`src/rtl/core/assert_macros.svh`:
```
// Assertion helper macros for the RTL
`ifndef ASSERT_MACROS_SVH
`define ASSERT_MACROS_SVH
// clocked implication assertion, disabled in reset
`define ASSERT_IMPL(label, clk, rst_n, ante, cons) \
    label: assert property (@(posedge clk) disable iff (!rst_n) (ante) |-> (cons)) \
        else $error("assertion failed");
// clocked next-cycle implication assertion, disabled in reset
`define ASSERT_NEXT(label, clk, rst_n, ante, cons) \
    label: assert property (@(posedge clk) disable iff (!rst_n) (ante) |=> (cons)) \
        else $error("assertion failed");
`endif

```
`src/rtl/core/olc_pkg.sv`:
```
// ---------------------------------------------------------------------------
// olc_pkg
// Shared constants and types for the leader clustering unit.
// ---------------------------------------------------------------------------
package olc_pkg;
    localparam int MaxClusters = 64;
    localparam int FrameBits   = 16;
    localparam int FracBits    = 8;
    localparam int CtrW        = FrameBits + FracBits;
    localparam int IdxW        = $clog2(MaxClusters);
    localparam int NumW        = IdxW + 1;
    localparam int CntW        = 16;
    localparam int RegW        = 24;
    localparam int CfgIdxW     = 2;
    localparam int DivW        = CntW + 1;

    localparam logic [CfgIdxW-1:0] CfgPeriod = 2'd0;
    localparam logic [CfgIdxW-1:0] CfgSVar   = 2'd1;
    localparam logic [CfgIdxW-1:0] CfgEVar   = 2'd2;

    typedef struct packed {
        logic [CtrW-1:0] cs;
        logic [CtrW-1:0] ce;
        logic [CntW-1:0] cnt;
        logic            vld;
    } t_entry;

    // control from sequencer into the chain
    typedef struct packed {
        logic            shift;  // rotate the ring by one cell
        logic            wr;     // replace head entry
        t_entry          wdata;
    } t_chain_ctl;
endpackage

```
`src/rtl/core/olc_div.sv`:
```
// ---------------------------------------------------------------------------
// olc_div
// Restoring divider, one quotient bit per cycle, rounds half away from zero.
// ---------------------------------------------------------------------------
module olc_div (
    input  logic                     i_clk,
    input  logic                     i_rst_n,
    input  logic                     i_start,
    input  logic [olc_pkg::CtrW-1:0] i_num,
    input  logic [olc_pkg::DivW-1:0] i_den,
    output logic                     o_done,
    output logic [olc_pkg::CtrW-1:0] o_quo
);
    import olc_pkg::*;
    localparam int NW = CtrW + 1;
    localparam int CW = $clog2(NW + 1);
    logic [NW-1:0]   r_n;
    logic [DivW:0]   r_rem;
    logic [DivW-1:0] r_d;
    logic [CW-1:0]   r_cnt;
    logic            r_busy, r_done;
    logic [DivW:0]   w_try;
    logic [DivW+1:0] w_sub;

    assign w_try = {r_rem[DivW-1:0], r_n[NW-1]};
    assign w_sub = {1'b0, w_try} - {2'b0, r_d};

    always_ff @(posedge i_clk) begin
        if (!i_rst_n) begin
            r_busy <= 1'b0;
            r_done <= 1'b0;
        end else begin
            r_done <= 1'b0;
            if (i_start) begin
                // numerator plus half divisor
                r_n    <= {1'b0, i_num} + NW'(i_den >> 1);
                r_d    <= i_den;
                r_rem  <= '0;
                r_cnt  <= CW'(NW);
                r_busy <= 1'b1;
            end else if (r_busy) begin
                if (!w_sub[DivW+1]) begin
                    r_rem <= w_sub[DivW:0];
                    r_n   <= {r_n[NW-2:0], 1'b1};
                end else begin
                    r_rem <= w_try;
                    r_n   <= {r_n[NW-2:0], 1'b0};
                end
                r_cnt <= r_cnt - 1'b1;
                if (r_cnt == CW'(1)) begin
                    r_busy <= 1'b0;
                    r_done <= 1'b1;
                end
            end
        end
    end
    assign o_done = r_done;
    assign o_quo  = r_n[CtrW-1:0];
endmodule

```
`config.mk`:
```
export PLATFORM = sky130hd
export DESIGN_NAME = olc_div
export DESIGN_NICKNAME = d
export VERILOG_FILES = /design/src/rtl/core/assert_macros.svh /design/src/rtl/core/olc_pkg.sv /design/src/rtl/core/olc_div.sv
export SDC_FILE = /design/constraint.sdc
export NUM_CORES = 1
export LEC_CHECK = 0
export BUFFER_PORTS_ARGS = -buffer_cell sky130_fd_sc_hd__buf_2
export CORE_ASPECT_RATIO = 1.5
export CORE_MARGIN = 3
export CORE_UTILIZATION = 53
export DETAILED_ROUTE_END_ITERATION = 7
export GPL_ROUTABILITY_DRIVEN = 1
export PLACE_DENSITY = 0.84
export SYNTH_ARGS = -nofsm -noshare
export SYNTH_HDL_FRONTEND = slang
export SYNTH_SLANG_ARGS = --single-unit
```
`constraint.sdc`:
```
create_clock -name i_clk -period 3.2 [get_ports i_clk]
set_input_delay 0.96 -clock i_clk [delete_from_list [all_inputs] [get_ports i_clk]]
set_output_delay 0.96 -clock i_clk [all_outputs]
set_load 0.02 [all_outputs]
```
# == Yosys cells after proc, flatten, opt, wreduce, memory -nomap -nowiden ==
# Cells that the tools add are included.
# word_totals
register_bits,66
latchBits,0
ramBits,0
mem_bits_ro,0
in_bits,44
output_inout_bits,25
elab_cells,26
n_memories,0
# classes
n_addsub,3
mul,0
div_mod_pow,0
n_lt_le_gt_ge,0
n_eq_ne,1
shifts,0
muxes,10
bitwise,2
n_reduce_logical,4
# ops
cell,n
2-to-1 mux 25 bit,2
2-to-1 mux 17 bit,2
adder 24 x 16 -> 25 bit,1
subtractor 18 x 17 -> 19 bit,1
"== test 5 x 1 -> 1 bit, second input constant",1
2-to-1 mux 1 bit,5
2-to-1 mux 5 bit,1
"subtractor 5 x 1 -> 5 bit, second input constant",1
AND reduction 2 bit,2
OR reduction 3 bit,1
NOT 1 bit,2
nonzero test 2 bit,1

# == Depth between registers and ports, before layout ==
# depth
depth_word,4
ltp_mapped,11
depth_no_buf,11

# == Worst setup path after synthesis ==
# OpenSTA, ideal clock, no wires.
# synth_path
kind,input to register
from,input i_num[0] in the netlist's numbering
to,"register r_n[16], data pin"
setup_ps,260
arrival_ps,2905
required_ps,2940
path_slack_ps,35
cell_stages,9
path_buffers,0
cell_sequence,ha_1 > fa_1 > a21o_1 > a21oi_1 > a21oi_1 > o21ai_1 > o31ai_1 > xor2_1 > mux2_2
# synth_between
elab_chain_len,2
# synth_lines
element,line_no,rtl
start: declaration,olc_div.sv:9,"input logic [olc_pkg::CtrW-1:0] i_num,"
adder 24 x 16 -> 25 bit,olc_div.sv:36,"r_n <= {1'b0, i_num} + NW'(i_den >> 1);"
2-to-1 mux 25 bit,olc_div.sv:34,if (i_start) begin
end signal: assignment,olc_div.sv:36,
end signal: assignment,olc_div.sv:44,"r_n <= {r_n[NW-2:0], 1'b1};"
end signal: assignment,olc_div.sv:47,"r_n <= {r_n[NW-2:0], 1'b0};"
end: declaration,olc_div.sv:17,logic [NW-1:0] r_n;
# No other way between the ends.
# A chain may end at the register's enable or synchronous reset.

# == Worst setup path after layout ==
# layout_path
from,register r_n[24]
to,"register r_rem[10], data pin"
# layout_between
elab_chain_len,3
# layout_lines
element,line_no,rtl
subtractor 18 x 17 -> 19 bit,olc_div.sv:26,"assign w_sub = {1'b0, w_try} - {2'b0, r_d};"
2-to-1 mux 17 bit,olc_div.sv:42,if (!w_sub[DivW+1]) begin
2-to-1 mux 17 bit,olc_div.sv:41,end else if (r_busy) begin
end signal: assignment,olc_div.sv:43,r_rem <= w_sub[DivW:0];
end signal: assignment,olc_div.sv:46,r_rem <= w_try;
end: declaration,olc_div.sv:18,logic [DivW:0] r_rem;
# No other way between the ends. The select of a mux whose other input is x is not followed.

==> summary.md <==
| Metric | Value |
|---|---|
| Async set-or-reset flop fraction in the synthesized netlist | `0%` |
| CP peak stage delay | `0.47 ns` |
| RSZ-0062 raised after global routing | `false` |
| WHS | `between 0.5 and 0.6 ns` |
| Largest net degree at the start of global routing | `49` |
| DRT iter0 DRCs | `~340` |
| Maximum VDD drop | `0.3376 mV` |
| DRC viols | `0` |
| Slowest CP cell | `edfxtp_1` |
| I/O Buffers | `68` |
| Synthesis-stage register bit count | `66` |
| First-pass GRT wire length | `17950 um` |
| Register area | `slightly below 0.002 mm^2` |
| Die Width | `83.04 um` |
| Die height | `around 120 um` |
| Status | `completed` |
| Rows | `about 40` |
| R2r setup slk | `around 0.21 ns` |
| Max Freq | `334.6 MHz` |
| Mapped Cells | `around 460` |
| Unique masters post-synth | `just over 60` |
| Total GRT Usage | `22.20%` |
| Max-Cap Viols | `0` |
| Initial antenna violation count | `0` |
| Reg-to-reg endpoint | `r_rem[10]$_SDFFCE_PP0P_` |
| Routed wire length | `between 10000 and 15000 um` |
| Dpl hpwl | `approximately 8000 um` |
| R2r worst-path depth | `11` |
| PD cells | `540.0 mW/mm^2` |
| Wire length per cell | `17.08 um` |
| Final setup vio count | `0` |
| CP endpoint kind | `flip-flop` |
| Multi-input gate area | `between 0.002 and 0.0025 mm^2` |
| Clock Latency Late Sink | `between 0.3 and 0.4 ns` |
| Top post-synthesis cells by count | `edfxtp_1 (64), inv_1 (40), nor2_1 (40)` |
| Share of cells above drive strength 1 | `about a quarter` |
| Routed Antenna Nets | `0` |
| Area grow syn2layout | `15.83%` |
| I/O pin count | `between 60 and 70` |
| TritonCTS Buffers | `9` |
| CTS Sinks | `66` |
| Most frequent cell after synthesis | `edfxtp_1` |
| Syn nets | `about 550` |
| Mapped Area | `~0.0047 mm^2` |
| Leakage power | `2.322 nW` |
| Routed via count | `3821` |
| Worst-path cell chain | `inv_1 -> ha_1 -> inv_1 -> fa_1 -> a21o_1 -> a311o_1 -> a2111oi_4 -> nor2_2 -> buf_12 -> mux2i_1 -> nor2_1` |
| Starting density of the core | `55.08%` |
| Core ar. | `around 0.0086 mm^2` |
| Critical Path RT | `3.28 ns` |
| Final TNS setup | `0 ns` |
| Hold Crit Depth | `1` |
| CTS tree | `yes` |
| Tmin final | `roughly 3 ns` |
| Count of flip-flops with a built-in enable after synthesis | `64` |
| Arr. time, crit path | `~3 ns` |
| Crit-path most repeated cell | `inv_1` |
| Hold crit path type | `reg -> reg` |
| Slew Viols, Final | `0` |
| Worst Max-Slew Pin Slew | `between 0.5 and 0.6 ns` |
| Tcrit/Tclk final | `93.40%` |
| Hold Path End | `o_done$_SDFF_PP0_` |
| Crit Path Class | `reg -> reg` |
| Worst Skew | `about 0.0063 ns` |
| Placer Congestion | `roughly 0.94` |
| Top FF cell, synth | `edfxtp_1` |
| Die area | `approximately 0.010 mm^2` |
| Final Hold Fails | `0` |
| CP top delay family | `compound AO/OA/AOI/OAI gates` |
| Filler instances | `roughly 660` |
| Clock Pin Slew Worst Setup and Hold Paths | `0.06 ns` |
| Router iterations before antenna repair | `5` |
| Fin nets | `610` |
| Worst r2r src | `r_n[24]$_DFFE_PP_` |
| CTS root buffer | `clkbuf_16` |
| Post CTS Setup Buffer Count | `0` |
| Synth warn | `0` |
| Rel. slew slack | `between 60% and 70%` |
| HP Start | `r_busy$_SDFF_PN0_` |
| Vias in the first global route | `slightly below 4000` |
| Yosys top cell area share | `between 40 and 50%` |
| Ranking of synthesized cells by area | `edfxtp_1 (41%), ha_1 (9.3%), buf_4 (3.8%)` |
| Bufs on Longest Clock Path | `2` |
| Syn_area_per_cell | `approximately 10 um^2` |
| Leading area contributor after synthesis | `edfxtp_1` |
| Vias per inst | `around 6` |
| Total grt overflow | `0` |
| Seq/Total Area, Yosys | `approximately two fifths` |
| H-tree Lvls | `3` |
| Ant. Diodes | `0` |
| Critical Path Fanout Max | `16` |
| CP Buf/Inv Count | `3` |
| Setup crit start kind | `flip-flop` |
-- metal layers --
| layer | track usage, % | vias up | share of wire (%) |
|---|---|---|---|
| met2 | 39.81 | 141 | 53 |
| li1 | - | 1818 | - |
| met5 | 0 | - | 0 |
| met1 | 24.20 | 1822 | 38 |
| met3 | 3.924 | 40 | 4.2 |
| met4 | 13.80 | 0 | 4.2 |
-- cell type report --
class	instances	area share, %
Clock buffer	11	4.441
Clock inverter	5	1.007
Inverter	40	2.747
Multi-Input combinational cell	322	43.52
Sequential cell	66	35.90
Tap cell	107	2.450
Timing Repair Buffer	90	9.936
-- logic make-up (layout without fill, tap and decap cells) --
family                   after synthesis  after routing  share of synthesized area [%]
AO/OA/AOI/OAI                        112            112                          16.71
XOR/XNOR                              28             28                          5.197
adder cells (fa/ha/maj)               37             37                          10.13
buffers and inverters                 76            146                          8.274
flip-flops                            66             66                          41.58
multiplexers                          25             25                          5.648
AND/OR/NAND/NOR                      120            120                          12.46
-- state kept, by name, indices dropped and copies added, names as in the netlist --
register	flops
r_d	17
r_rem	17
r_busy	1
o_done	1
r_cnt	5
r_n	25
-- what timing repair did --
item,CTS,global route
resized for setup,0,2
hold buffers,0,0
setup endpoints to repair,0,4
-- worst max-delay path by stage --
stage	end	from	slack, ns	depth (start not counted)
after detailed placement	r_n[24]$_DFFE_PP_	i_den[1]	-0.16	12
final	r_rem[10]$_SDFFCE_PP0P_	r_n[24]$_DFFE_PP_	0.21	11
after global placement	r_n[24]$_DFFE_PP_	i_den[1]	-0.07	12
after CTS	r_n[24]$_DFFE_PP_	i_den[1]	0.18	12
after global routing	r_rem[12]$_SDFFCE_PP0P_	r_n[24]$_DFFE_PP_	0.08	11
after floorplan	r_n[16]$_DFFE_PP_	i_num[0]	0.04	9
-- where the power goes --
part / switching, mW / internal [mW] / leakage (nW)
Sequential: 0.0395 / 1.05 / 0.625
Clock: 0.373 / 0.621 / 0.142
Combinational: 0.483 / 0.380 / 1.56
Total: 0.896 / 2.06 / 2.32
-- through the flow --
stage	util, %	power [mW]	cells	setup WS [ns]	instance area, um^2
2_1_floorplan	-	1.749	464	0.03515	4718
3_3_place_gp	60.19	1.930	625	-0.07073	5156
3_5_place_dp	60.19	1.958	625	-0.1557	5156
4_1_cts	63.66	2.950	641	0.1756	5454
5_1_grt	63.79	3.091	641	0.08441	5465
6_report	63.79	2.951	641	0.2113	5465
-- worst register-to-register path: cells and delay by family (launching register included) --
family          cells  cell delay, ns
compound gates      3            0.98
mux                 1            0.20
flops               1            0.47
fa+ha+maj           2            0.57
simple gates        2            0.19
buf+inv             3            0.33
-- cell usage in the layout (no fill, tap or decap), types with 3 or more instances in the layout --
cell / n
o221ai_1: 3
a21o_1: 11
ha_1: 35
edfxtp_1: 64
o21ai_0: 17
nor3_1: 4
xor2_1: 12
o31ai_1: 3
nand4_1: 10
nor2_1: 40
buf_12: 3
mux2_2: 13
and2_1: 4
a31o_2: 4
nor2b_1: 5
inv_1: 40
nand2b_1: 4
mux2i_1: 12
buf_2: 68
xnor2_1: 16
and3_1: 3
clkbuf_16: 9
nand2_1: 24
a21oi_1: 32
buf_4: 19
o211ai_1: 6
or3_1: 4
a31oi_1: 4
a211oi_1: 3
nand3_1: 11
(Power assumes the default switching activity.)
