==> src/rtl/core/assert_macros.svh <==
// Assertion helper macros for the RTL
`ifndef ASSERT_MACROS_SVH
`define ASSERT_MACROS_SVH
// clocked implication assertion, disabled in reset
`define ASSERT_IMPL(label, clk, rst_n, ante, cons) \
    label: assert property (@(posedge clk) disable iff (!rst_n) (ante) |-> (cons)) \
        else $error("assertion failed");
// clocked next-cycle implication assertion, disabled in reset
`define ASSERT_NEXT(label, clk, rst_n, ante, cons) \
    label: assert property (@(posedge clk) disable iff (!rst_n) (ante) |=> (cons)) \
        else $error("assertion failed");
`endif

==> src/rtl/core/olc_pkg.sv <==
// ---------------------------------------------------------------------------
// olc_pkg
// Shared constants and types for the leader clustering unit.
// ---------------------------------------------------------------------------
package olc_pkg;
    localparam int MaxClusters = 64;
    localparam int FrameBits   = 16;
    localparam int FracBits    = 8;
    localparam int CtrW        = FrameBits + FracBits;
    localparam int IdxW        = $clog2(MaxClusters);
    localparam int NumW        = IdxW + 1;
    localparam int CntW        = 16;
    localparam int RegW        = 24;
    localparam int CfgIdxW     = 2;
    localparam int DivW        = CntW + 1;

    localparam logic [CfgIdxW-1:0] CfgPeriod = 2'd0;
    localparam logic [CfgIdxW-1:0] CfgSVar   = 2'd1;
    localparam logic [CfgIdxW-1:0] CfgEVar   = 2'd2;

    typedef struct packed {
        logic [CtrW-1:0] cs;
        logic [CtrW-1:0] ce;
        logic [CntW-1:0] cnt;
        logic            vld;
    } t_entry;

    // control from sequencer into the chain
    typedef struct packed {
        logic            shift;  // rotate the ring by one cell
        logic            wr;     // replace head entry
        t_entry          wdata;
    } t_chain_ctl;
endpackage

==> src/rtl/core/olc_cell.sv <==
// ---------------------------------------------------------------------------
// olc_cell
// One storage cell of the cluster ring: holds one entry, passes it on.
// ---------------------------------------------------------------------------
module olc_cell (
    input  logic            i_clk,
    input  logic            i_rst_n,
    input  logic            i_shift,
    input  olc_pkg::t_entry i_prev,
    output olc_pkg::t_entry o_entry
);
    import olc_pkg::*;
    t_entry r_e;
    always_ff @(posedge i_clk) begin
        if (!i_rst_n) begin
            r_e.vld <= 1'b0;
        end else if (i_shift) begin
            r_e <= i_prev;
        end
    end
    assign o_entry = r_e;
endmodule

==> config.mk <==
export PLATFORM = sky130hd
export DESIGN_NAME = olc_cell
export DESIGN_NICKNAME = d
export VERILOG_FILES = /design/src/rtl/core/assert_macros.svh /design/src/rtl/core/olc_pkg.sv /design/src/rtl/core/olc_cell.sv
export SDC_FILE = /design/constraint.sdc
export NUM_CORES = 1
export LEC_CHECK = 0
export ABC_CLOCK_PERIOD_IN_PS = 4320
export BUFFER_PORTS_ARGS = -buffer_cell sky130_fd_sc_hd__clkbuf_2
export CORE_MARGIN = 10
export CORE_UTILIZATION = 39
export CTS_BUF_LIST = sky130_fd_sc_hd__clkbuf_16
export CTS_CLUSTER_DIAMETER = 60
export CTS_CLUSTER_SIZE = 20
export DETAILED_ROUTE_END_ITERATION = 12
export PLACE_DENSITY = 0.84
export SYNTH_ARGS = -nofsm -noshare
export SYNTH_HDL_FRONTEND = slang
export SYNTH_SLANG_ARGS = --single-unit
==> constraint.sdc <==
create_clock -name i_clk -period 4.32 [get_ports i_clk]
set_input_delay 0.432 -clock i_clk [delete_from_list [all_inputs] [get_ports i_clk]]
set_output_delay 0.432 -clock i_clk [all_outputs]
set_load 0.005 [all_outputs]
### Word-level counts from Yosys, hierarchy flattened

Cells that the tools add are included.

| word-level totals | value |
|---|---|
| memories kept | 0 |
| bits in writable memories | 0 |
| latch bits | 0 |
| bits in read-only memories | 0 |
| register bits after elaboration | 65 |

| cells by class | value |
|---|---|
| bitwise logic cells | 0 |
| order comparisons | 0 |
| reductions and logical operators | 1 |
| shift-type cells | 0 |
| muxes and demuxes | 0 |
| $mul | 0 |
| equal/unequal tests | 0 |
| add/subtract/negate cells | 0 |
| div/mod/pow operators | 0 |

Operators with widths:

| operator | number |
|---|---|
| $reduce_and A2 Y1 | 1 |

### Longest topological paths before layout

Gate-level depths: netlist of the first run.

| logic depth | value |
|---|---|
| word-level depth | 1 |
| gate-level depth with buffers | 2 |

### Worst setup path after synthesis of the first run

OpenSTA, ideal clock, no wires.

| timing path | value |
|---|---|
| path kind | input port to flip-flop |
| start point | in i_rst_n |
| end point | reg r_e, in the netlist o_entry[10] (enable) |
| setup time | 394 ps |
| stages | 1 |
| setup slack | 2638 ps |
| data arrival time | 1288 ps |
| data required time | 3926 ps |
| cells stage by stage | and2_2 |

| between the ends | value |
|---|---|
| word-level cells in the longest chain between the ends | 1 |

Ends and longest elaborated chain:

| element | RTL line | source |
|---|---|---|
| start: declaration | olc_cell.sv:7 | `input logic i_rst_n,` |
| $reduce_and A2 Y1 (no source line) | - |  |
| end signal: assignment | olc_cell.sv:18 | `r_e <= i_prev;` |
| end: declaration | olc_cell.sv:13 | `t_entry r_e;` |

No other way between the ends.
A chain may end at the register's enable or synchronous reset.

### Final worst setup path of the first run

| timing path | value |
|---|---|
| start point | in i_shift |
| end point | reg r_e, in the netlist o_entry[48] (enable) |

| between the ends | value |
|---|---|
| word-level cells in the longest chain between the ends | 1 |

Ends and longest elaborated chain:

| element | RTL line | source |
|---|---|---|
| start: declaration | olc_cell.sv:8 | `input logic i_shift,` |
| $reduce_and A2 Y1 (no source line) | - |  |

No other way between the ends.

==> results.toml, run 1 <==
[sta]
hold_violations = 0
skew_ns = 0
min_period_ns = 1.68
max_freq_mhz = 595
rsz0062_at_grt = "false"
slew_viol_final = 0
slew_headroom_pct = 56.4
fin_ws_ns = 2.64
finalCritPeriodShare_pct = 38.9
setup_tns_ns = 0
worstMarginPinSlew_ns = 0.654
setup_violations = 0
timing.hold.ws_ns = 0.289

[pwr]
clkPwrFrac_pct = 46.7
internal_power_mw = 1.29
p_sw_share_pct = 18.6
power.density_nw_per_um2 = 522
p_leak_nw = 1.32
seq_power_share_pct = 47.5
combPwrFrac_pct = 5.8
ir_drop_uv = 319
power_switching_mw = 0.294

[route]
drc = 0
vias_per_cell = 4.18
dr.pass1.iters = 4
routedWlPerCell_um = 18.4
ant_nets = 0
totalWireLength_um = 5230
drtIter0Drc = 32
vias = 1186

[critical_path]
r2r-end = "o_entry[0]"
required_ns = 4.28
reg2reg_from = "o_entry[0]"
rr_worst_depth = 2
cp-end-kind = "flip-flop"
critPathMaxFanout = 36
cp-start-kind = "input port"
r2r_slack_ns = 3.70
crit_type = "input port to flip-flop"
worstSetupEndpoint = "o_entry[48]"
startpoint = "i_shift"
crit_arrival_ns = 1.64

[clock_network]
clock_sinks = 65
ctsResizeCount = 0
numCtsBuffers = 9
cts_buffer_depth = 2
ctsHoldBuffers = 0
cts_setup_buffers = 0
clockRootBuffer = "clkbuf_16"
cts_tree = "built"
htreeDepth = 3
cts.clk_slew.worst_paths_ns = 0.05
clk_latency_ns = 0.31

[floorplanning]
start_util_pct = 40.8
fp-row-count = 25
coreArea_um2 = 4820
die_w_um = 91.0
die_area_um2 = 8280
die_h_um = 91.0
boundaryPins = 133

[global_route]
grtUsageTotal_pct = 12.8
grt_pass1_wl_um = 7850
grt_max_degree = 37
overflow = 0
antenna_found_initial = 0
grt_pass1_vias = 1381

[final_layout]
insertedDiodeCount = 0
drive_above_1_share_pct = 67.7
fillers = 369
synthToLayoutAreaGrowth_pct = 54.1
largest_reg_flops = 65
nets = 280

[flow_run]
maxCapViolations = 0

[logic_synthesis]
syn-cell-area_um2 = 1970
avgSynthCellArea_um2 = 28.9
synth_fp_nets = 136
syn_inst = 68
yosysWarningCount = 0
synth_seq_area_share_pct = 98.8
postSynthRegisterBits = 65
ys_types = 5

[placement]
dp_hpwl_um = 4250
portBuffers = 132
place_ws_ns = 2.29
gp_congestion = 0.722

[min_path]
worstHoldPathType = "input port to flip-flop"

[run_status]
status = "finished, final reports clean"
==> layout by cell type (no fill, tap or decap) <==
cell type / instances
and2_2: 1
buf_4: 1
bufinv_16: 2
clkbuf_16: 9
clkbuf_2: 132
clkinv_1: 2
clkinvlp_4: 2
dfxtp_1: 1
edfxtp_1: 64
inv_1: 1
mux2i_1: 1
nor2b_1: 1
==> cell families after synthesis <==
group,Yosys count,synth area share (%)
flops,65,98.8
mux,1,0.509
simple gates,2,0.701
==> cell type report <==
cell class                      count  area, µm²  share of cell area [%]
Clock inverter                      7       86.3                    2.85
Timing Repair Buffer              133        668                    22.1
Clock buffer                        9        225                    7.43
Sequential cell                    65       1940                    64.1
Tap cell                           67       83.8                    2.77
Multi-Input combinational cell      3       23.8                   0.785
==> Yosys cell counts <==
cell	instances	area share [%]
dfxtp_1	1	1.0
nor2b_1	1	0.32
and2_2	1	0.38
mux2i_1	1	0.51
edfxtp_1	64	98
==> critical path: stages <==
cell and delay (ns):
clkbuf_2 0.10, and2_2 0.57, buf_4 0.51
==> power by group through the flow <==
stage | combinational [mW] | sequential, mW | clock, mW
after floorplan | 0.00945 | 0.770 | 0
after global placement | 0.0919 | 0.762 | 0
after detailed placement | 0.0948 | 0.764 | 0
after CTS | 0.0950 | 0.752 | 0.751
after global routing | 0.103 | 0.755 | 0.784
final | 0.0915 | 0.751 | 0.738
==> through the flow <==
stage               area [µm²]  std cells  power (mW)  util (%)
global placement          2720        268       0.854      56.4
global route              3030        284        1.64      62.9
detailed placement        2720        268       0.859      56.4
CTS                       3030        284        1.60      62.9
floorplan                 1970         68       0.780         -
finish                    3030        284        1.58      62.9
==> worst min path at each step <==
stage	slack (ns)	end	cells after the start	from
floorplan	0.51	o_entry[0]	2	o_entry[0]
global placement	0.51	o_entry[0]	2	o_entry[0]
detailed placement	0.53	o_entry[0]	2	o_entry[0]
CTS	0.28	o_entry[14]	1	i_prev[14]
global route	0.27	o_entry[2]	1	i_prev[2]
finish	0.29	o_entry[14]	1	i_prev[14]
==> per-layer routing <==
metal	routed length [µm]	GRT usage [%]	share of wire [%]	vias to the layer above
met4	116	7.96	2.2	0
met1	1770	11.5	34	520
met2	2350	19.0	45	95
met3	987	11.4	19	9
met5	0	0	0	-
li1	-	-	-	562
No activity file was read; power rests on OpenSTA's default activity.
==> inputs of run 2 (changes only) <==
--- a/config.mk
+++ b/config.mk
@@ -5,15 +5,15 @@
 export SDC_FILE = /design/constraint.sdc
 export NUM_CORES = 1
 export LEC_CHECK = 0
-export ABC_CLOCK_PERIOD_IN_PS = 4320
+export ABC_CLOCK_PERIOD_IN_PS = 1500
 export BUFFER_PORTS_ARGS = -buffer_cell sky130_fd_sc_hd__clkbuf_2
 export CORE_MARGIN = 10
-export CORE_UTILIZATION = 39
+export CORE_UTILIZATION = 36
 export CTS_BUF_LIST = sky130_fd_sc_hd__clkbuf_16
 export CTS_CLUSTER_DIAMETER = 60
 export CTS_CLUSTER_SIZE = 20
 export DETAILED_ROUTE_END_ITERATION = 12
-export PLACE_DENSITY = 0.84
+export PLACE_DENSITY = 0.82
 export SYNTH_ARGS = -nofsm -noshare
 export SYNTH_HDL_FRONTEND = slang
 export SYNTH_SLANG_ARGS = --single-unit
==> constraint.sdc (replaced) <==
create_clock -name i_clk -period 1.5 [get_ports i_clk]
set_input_delay 0.15 -clock i_clk [delete_from_list [all_inputs] [get_ports i_clk]]
set_output_delay 0.15 -clock i_clk [all_outputs]
set_load 0.005 [all_outputs]
==> run 2 against run 1 <==
  * First-iteration DRC count grew 66%
  * Hold slack lost 0.28 ns
  * Critical path depth shrank 2
  * Cell area grew 5.2%
  * Routed wire length shrank 2.0%
  * Global-route usage shrank 1.4 points
  * Utilization shrank 1.6 points
  * Clock-buffer cell count is the same
  * Critical path type is now flip-flop to output pin
==> results.toml, run 2 (synthesis gave the netlist of run 1 again) <==
[global_route]
grt_pass1_vias = 1436
overflow = 0
grtUsageTotal_pct = 11.4
grt_pass1_wl_um = 7500
antenna_found_initial = 3
grt_max_degree = 37

[critical_path]
cp-start-kind = "flip-flop"
crit_arrival_ns = 0.83
reg2reg_from = "o_entry[0]"
cp-end-kind = "output pin"
crit_chain = "clkbuf_2"
critPathMaxFanout = 1
crit_type = "flip-flop to output pin"
required_ns = 1.35
slowest_stage = "edfxtp_1"
critPathMaxStageDelay_ns = 0.38
rr_worst_depth = 2
startpoint = "o_entry[51]"
cp.buffers_inverters = 1
crit_family = "flip-flops"
cp.depth = 1

[route]
dr.pass1.iters = 5
totalWireLength_um = 5120
vias_per_cell = 4.21
ant_nets = 0
vias = 1277
drtIter0Drc = 53
routedWlPerCell_um = 16.9
drc = 0

[floorplanning]
coreArea_um2 = 5200
die_area_um2 = 8820
boundaryPins = 133
fp-row-count = 26
start_util_pct = 37.8
die_h_um = 93.9
die_w_um = 93.9

[flow_run]
maxCapViolations = 0

[sta]
skew_ns = 0
min_period_ns = 0.976
rsz0062_at_grt = "false"
max_freq_mhz = 1020
hold_violations = 0
setup_violations = 0
fin_ws_ns = 0.524
worstMarginPinSlew_ns = 0.332
setup_tns_ns = 0
finalCritPeriodShare_pct = 65.1
slew_viol_final = 0
slew_headroom_pct = 77.8

[pwr]
ir_drop_uv = 769
power_mw = 4.53
p_leak_nw = 1.40
power.density_nw_per_um2 = 1420

[final_layout]
finish.utilization_pct = 61.3
final_common_cell = "clkbuf_2"
fillers = 408
mostFrequentLayoutCells = "clkbuf_2 (132), edfxtp_1 (64), dlygate4sd3_1 (14)"
drive_above_1_share_pct = 63.6
nets = 295
fin_area_um2 = 3190
synthToLayoutAreaGrowth_pct = 62.2
largest_reg_flops = 65

[placement]
portBuffers = 132
dpl_cell_area_um2 = 2740
gp_congestion = 0.733
place_ws_ns = 0.393

[clock_network]
clk_latency_ns = 0.31
cts.clk_slew.worst_paths_ns = 0.05
clock_sinks = 65
numCtsBuffers = 9
cts_setup_buffers = 0
cts_buffer_depth = 2
clockRootBuffer = "clkbuf_16"
htreeDepth = 3
cts_tree = "built"

[min_path]
min_path_cells = 1
hp-start = "i_prev[50]"
worstHoldPathType = "input port to flip-flop"

[run_status]
status = "finished, final reports clean"
==> run 2: cell types whose count changed in the layout (fill, tap and decap cells not counted) <==
| cell | delta |
|---|---|
| buf_12 | +1 |
| clkinv_1 | -1 |
| clkinv_2 | +1 |
| clkinvlp_4 | -2 |
| diode_2 | +2 |
| dlygate4sd3_1 | +14 |
| inv_1 | +1 |
==> run 2: final timing paths <==
kind                            slack (ns)           to
worst max-delay path                  0.52  o_entry[51]
worst min-delay path                  0.01  o_entry[50]
worst max register to register        0.91   o_entry[0]
worst min register to register        0.53   o_entry[0]
==> run 2: report_power, final <==
group | internal (mW) | switching [mW]
registers | 2.14 | 0.0309
clock network | 1.42 | 0.649
logic | 0.166 | 0.130
==> run 2: stage by stage <==
step                instances  hold slack (ns)
floorplan                  68            0.249
global placement          272            0.327
detailed placement        272            0.329
CTS                       300         0.000227
global route              301         0.000895
finish                    303           0.0105
==> run 2: final cells by class <==
| class | count | area (µm²) | share of cell area (%) |
|---|---|---|---|
| Antenna cell | 2 | 5.00 | 0.157 |
| Clock buffer | 9 | 225 | 7.06 |
| Clock inverter | 6 | 76.3 | 2.39 |
| Multi-Input combinational cell | 3 | 23.8 | 0.746 |
| Sequential cell | 65 | 1940 | 60.9 |
| Tap cell | 70 | 87.6 | 2.75 |
| Timing Repair Buffer | 148 | 828 | 26.0 |
==> run 2: metal layers <==
metal | vias to the layer above | part of all wire (%) | GRT usage, %
li1 | 595 | - | -
met1 | 587 | 33 | 9.96
met2 | 82 | 50 | 19.2
met3 | 11 | 16 | 8.47
met4 | 2 | 1.6 | 5.32
met5 | - | 0.25 | 0
==> run 2: timing repair <==
item,in CTS,in global routing
hold buffers,13,1
resized for setup,0,0
endpoints found under the hold margin,13,1
==> inputs of run 3 (changes only) <==
--- a/config.mk
+++ b/config.mk
@@ -5,15 +5,15 @@
 export SDC_FILE = /design/constraint.sdc
 export NUM_CORES = 1
 export LEC_CHECK = 0
-export ABC_CLOCK_PERIOD_IN_PS = 1500
+export ABC_CLOCK_PERIOD_IN_PS = 900
 export BUFFER_PORTS_ARGS = -buffer_cell sky130_fd_sc_hd__clkbuf_2
 export CORE_MARGIN = 10
-export CORE_UTILIZATION = 36
+export CORE_UTILIZATION = 39
 export CTS_BUF_LIST = sky130_fd_sc_hd__clkbuf_16
 export CTS_CLUSTER_DIAMETER = 60
 export CTS_CLUSTER_SIZE = 20
 export DETAILED_ROUTE_END_ITERATION = 12
-export PLACE_DENSITY = 0.82
+export PLACE_DENSITY = 0.84
 export SYNTH_ARGS = -nofsm -noshare
 export SYNTH_HDL_FRONTEND = slang
 export SYNTH_SLANG_ARGS = --single-unit
==> constraint.sdc (replaced) <==
create_clock -name i_clk -period 0.9 [get_ports i_clk]
set_input_delay 0.09 -clock i_clk [delete_from_list [all_inputs] [get_ports i_clk]]
set_output_delay 0.09 -clock i_clk [all_outputs]
set_load 0.005 [all_outputs]
==> run 3 against run 2 <==
  * The flow now finishes with violations (negative setup slack)
  * Register-to-register slack worse by 0.61 ns
  * Hold slack better by 0.048 ns
  * Cell area is 16% higher
  * Global-route usage is 3.5 points higher
  * First-iteration DRC count is 26% higher
  * Clock-buffer cell count stayed put
  * Clock power is 58% higher
  * Critical path type unchanged
  * Largest cell class unchanged
  * Highest routed layer is now met4
==> results.toml, run 3 (synthesis gave the netlist of run 1 again) <==
[floorplanning]
die_area_um2 = 8280
coreArea_um2 = 4820
die_h_um = 91.0
die_w_um = 91.0
start_util_pct = 40.8
boundaryPins = 133
fp-row-count = 25

[final_layout]
fin_cells = 352
nets = 348
drive_above_1_share_pct = 53.0
insertedDiodeCount = 0
synthToLayoutAreaGrowth_pct = 88.5
final_common_cell = "clkbuf_2"
fillers = 295
seqCellArea_um2 = 1940
mostFrequentLayoutCells = "clkbuf_2 (129), dlygate4sd3_1 (65), edfxtp_1 (64)"
multiInputGateArea_um2 = 25.0
largest_reg_flops = 65

[min_path]
worstHoldPathType = "input port to flip-flop"

[route]
dr.pass1.iters = 4
routedWlPerCell_um = 17.7
drc = 0
totalWireLength_um = 6240
ant_nets = 0
drtIter0Drc = 67
vias_per_cell = 4.21
vias = 1481

[sta]
hold_violations = 0
setup_violations = 10
slew_viol_final = 0
max_freq_mhz = 1080
finalCritPeriodShare_pct = 103
skew_ns = 0
slew_headroom_pct = 91.4
min_period_ns = 0.928
worstMarginPinSlew_ns = 0.126
rsz0062_at_grt = "true"
fin_ws_ns = -0.0277

[global_route]
grtUsageTotal_pct = 15.0
grt_pass1_wl_um = 9480
grt_pass1_vias = 1744
overflow = 0
antenna_found_initial = 0
grt_max_degree = 29

[clock_network]
clockRootBuffer = "clkbuf_16"
cts_buffer_depth = 2
numCtsBuffers = 9
clk_latency_ns = 0.31
cts_tree = "built"
cts.clk_slew.worst_paths_ns = 0.05
clock_sinks = 65
htreeDepth = 3
cts_setup_buffers = 0

[critical_path]
slowest_stage = "edfxtp_1"
crit_arrival_ns = 0.84
critPathMaxStageDelay_ns = 0.39
required_ns = 0.81
cp-end-kind = "output pin"
critPathMaxFanout = 1
crit_type = "flip-flop to output pin"
cp.buffers_inverters = 1
crit_family = "flip-flops"
crit_chain = "clkbuf_2"
cp-start-kind = "flip-flop"

[flow_run]
maxCapViolations = 0

[pwr]
power.density_nw_per_um2 = 2050
ir_drop_uv = 1600
p_leak_nw = 1.61

[placement]
portBuffers = 132
gp_congestion = 0.715
dp_cells = 271
place_ws_ns = -0.000834

[run_status]
status = "finished with violations"
violations = "negative setup slack"
-- run 3: cell types whose count changed in the layout (fill, tap and decap cells not counted) --
cell and change:
buf_4 +1, buf_12 +1, clkinv_2 +1, and2_4 +1, clkbuf_2 -3, buf_2 +3
and2_2 -1, diode_2 -2, clkinvlp_4 +2, dlygate4sd3_1 +51, inv_1 -1, bufinv_16 -1
-- run 3: timing repair --
action,CTS,global route
cloned,0,0
hold buffers,65,0
endpoints found under the hold margin,65,0
gates resized for setup,0,3
endpoints found under the setup margin,29,63
-- run 3: report_power, final --
| part | internal (mW) | total, mW | leakage (nW) | switching, mW |
|---|---|---|---|---|
| Clock | 2.11 | 3.27 | 0.140 | 1.16 |
| Combinational | 0.433 | 0.702 | 0.860 | 0.269 |
| Sequential | 3.56 | 3.61 | 0.609 | 0.0552 |
-- run 3: worst paths after layout --
path                    start           to  slack, ns  depth (start not counted)
hold reg to reg    o_entry[0]   o_entry[0]       0.54                          2
setup reg to reg   o_entry[0]   o_entry[0]       0.30                          2
setup / recovery  o_entry[37]  o_entry[37]      -0.03                          1
hold / removal      i_prev[0]   o_entry[0]       0.06                          3
-- run 3: final cells by class --
type	count	area share, %
clock buffers	9	6.08
clock inverters	7	1.69
multi-input cells	3	0.675
flip-flops and latches	65	52.4
well taps	67	2.26
repair buffers	201	36.9
-- run 3: per-stage QoR --
stage | setup TNS (ns) | hold slack [ns] | utilization (%) | power, mW | cell area (µm²)
detailed placement | -0.00611 | 0.269 | 57.4 | 4.15 | 2770
CTS | -0.238 | 0.0422 | 76.9 | 7.62 | 3700
global route | -1.49 | 0.0653 | 76.9 | 7.83 | 3700
finish | -0.117 | 0.0589 | 76.9 | 7.58 | 3700
floorplan | -6.65 | 0.189 | - | 3.74 | 1970
global placement | 0 | 0.266 | 57.4 | 4.12 | 2770
-- run 3: layer usage --
layer	share of wire (%)	global-route usage (%)	vias up
met3	11	8.23	6
met1	37	15.3	690
li1	-	-	701
met5	0	0	-
met4	1.2	6.79	0
met2	51	24.8	84
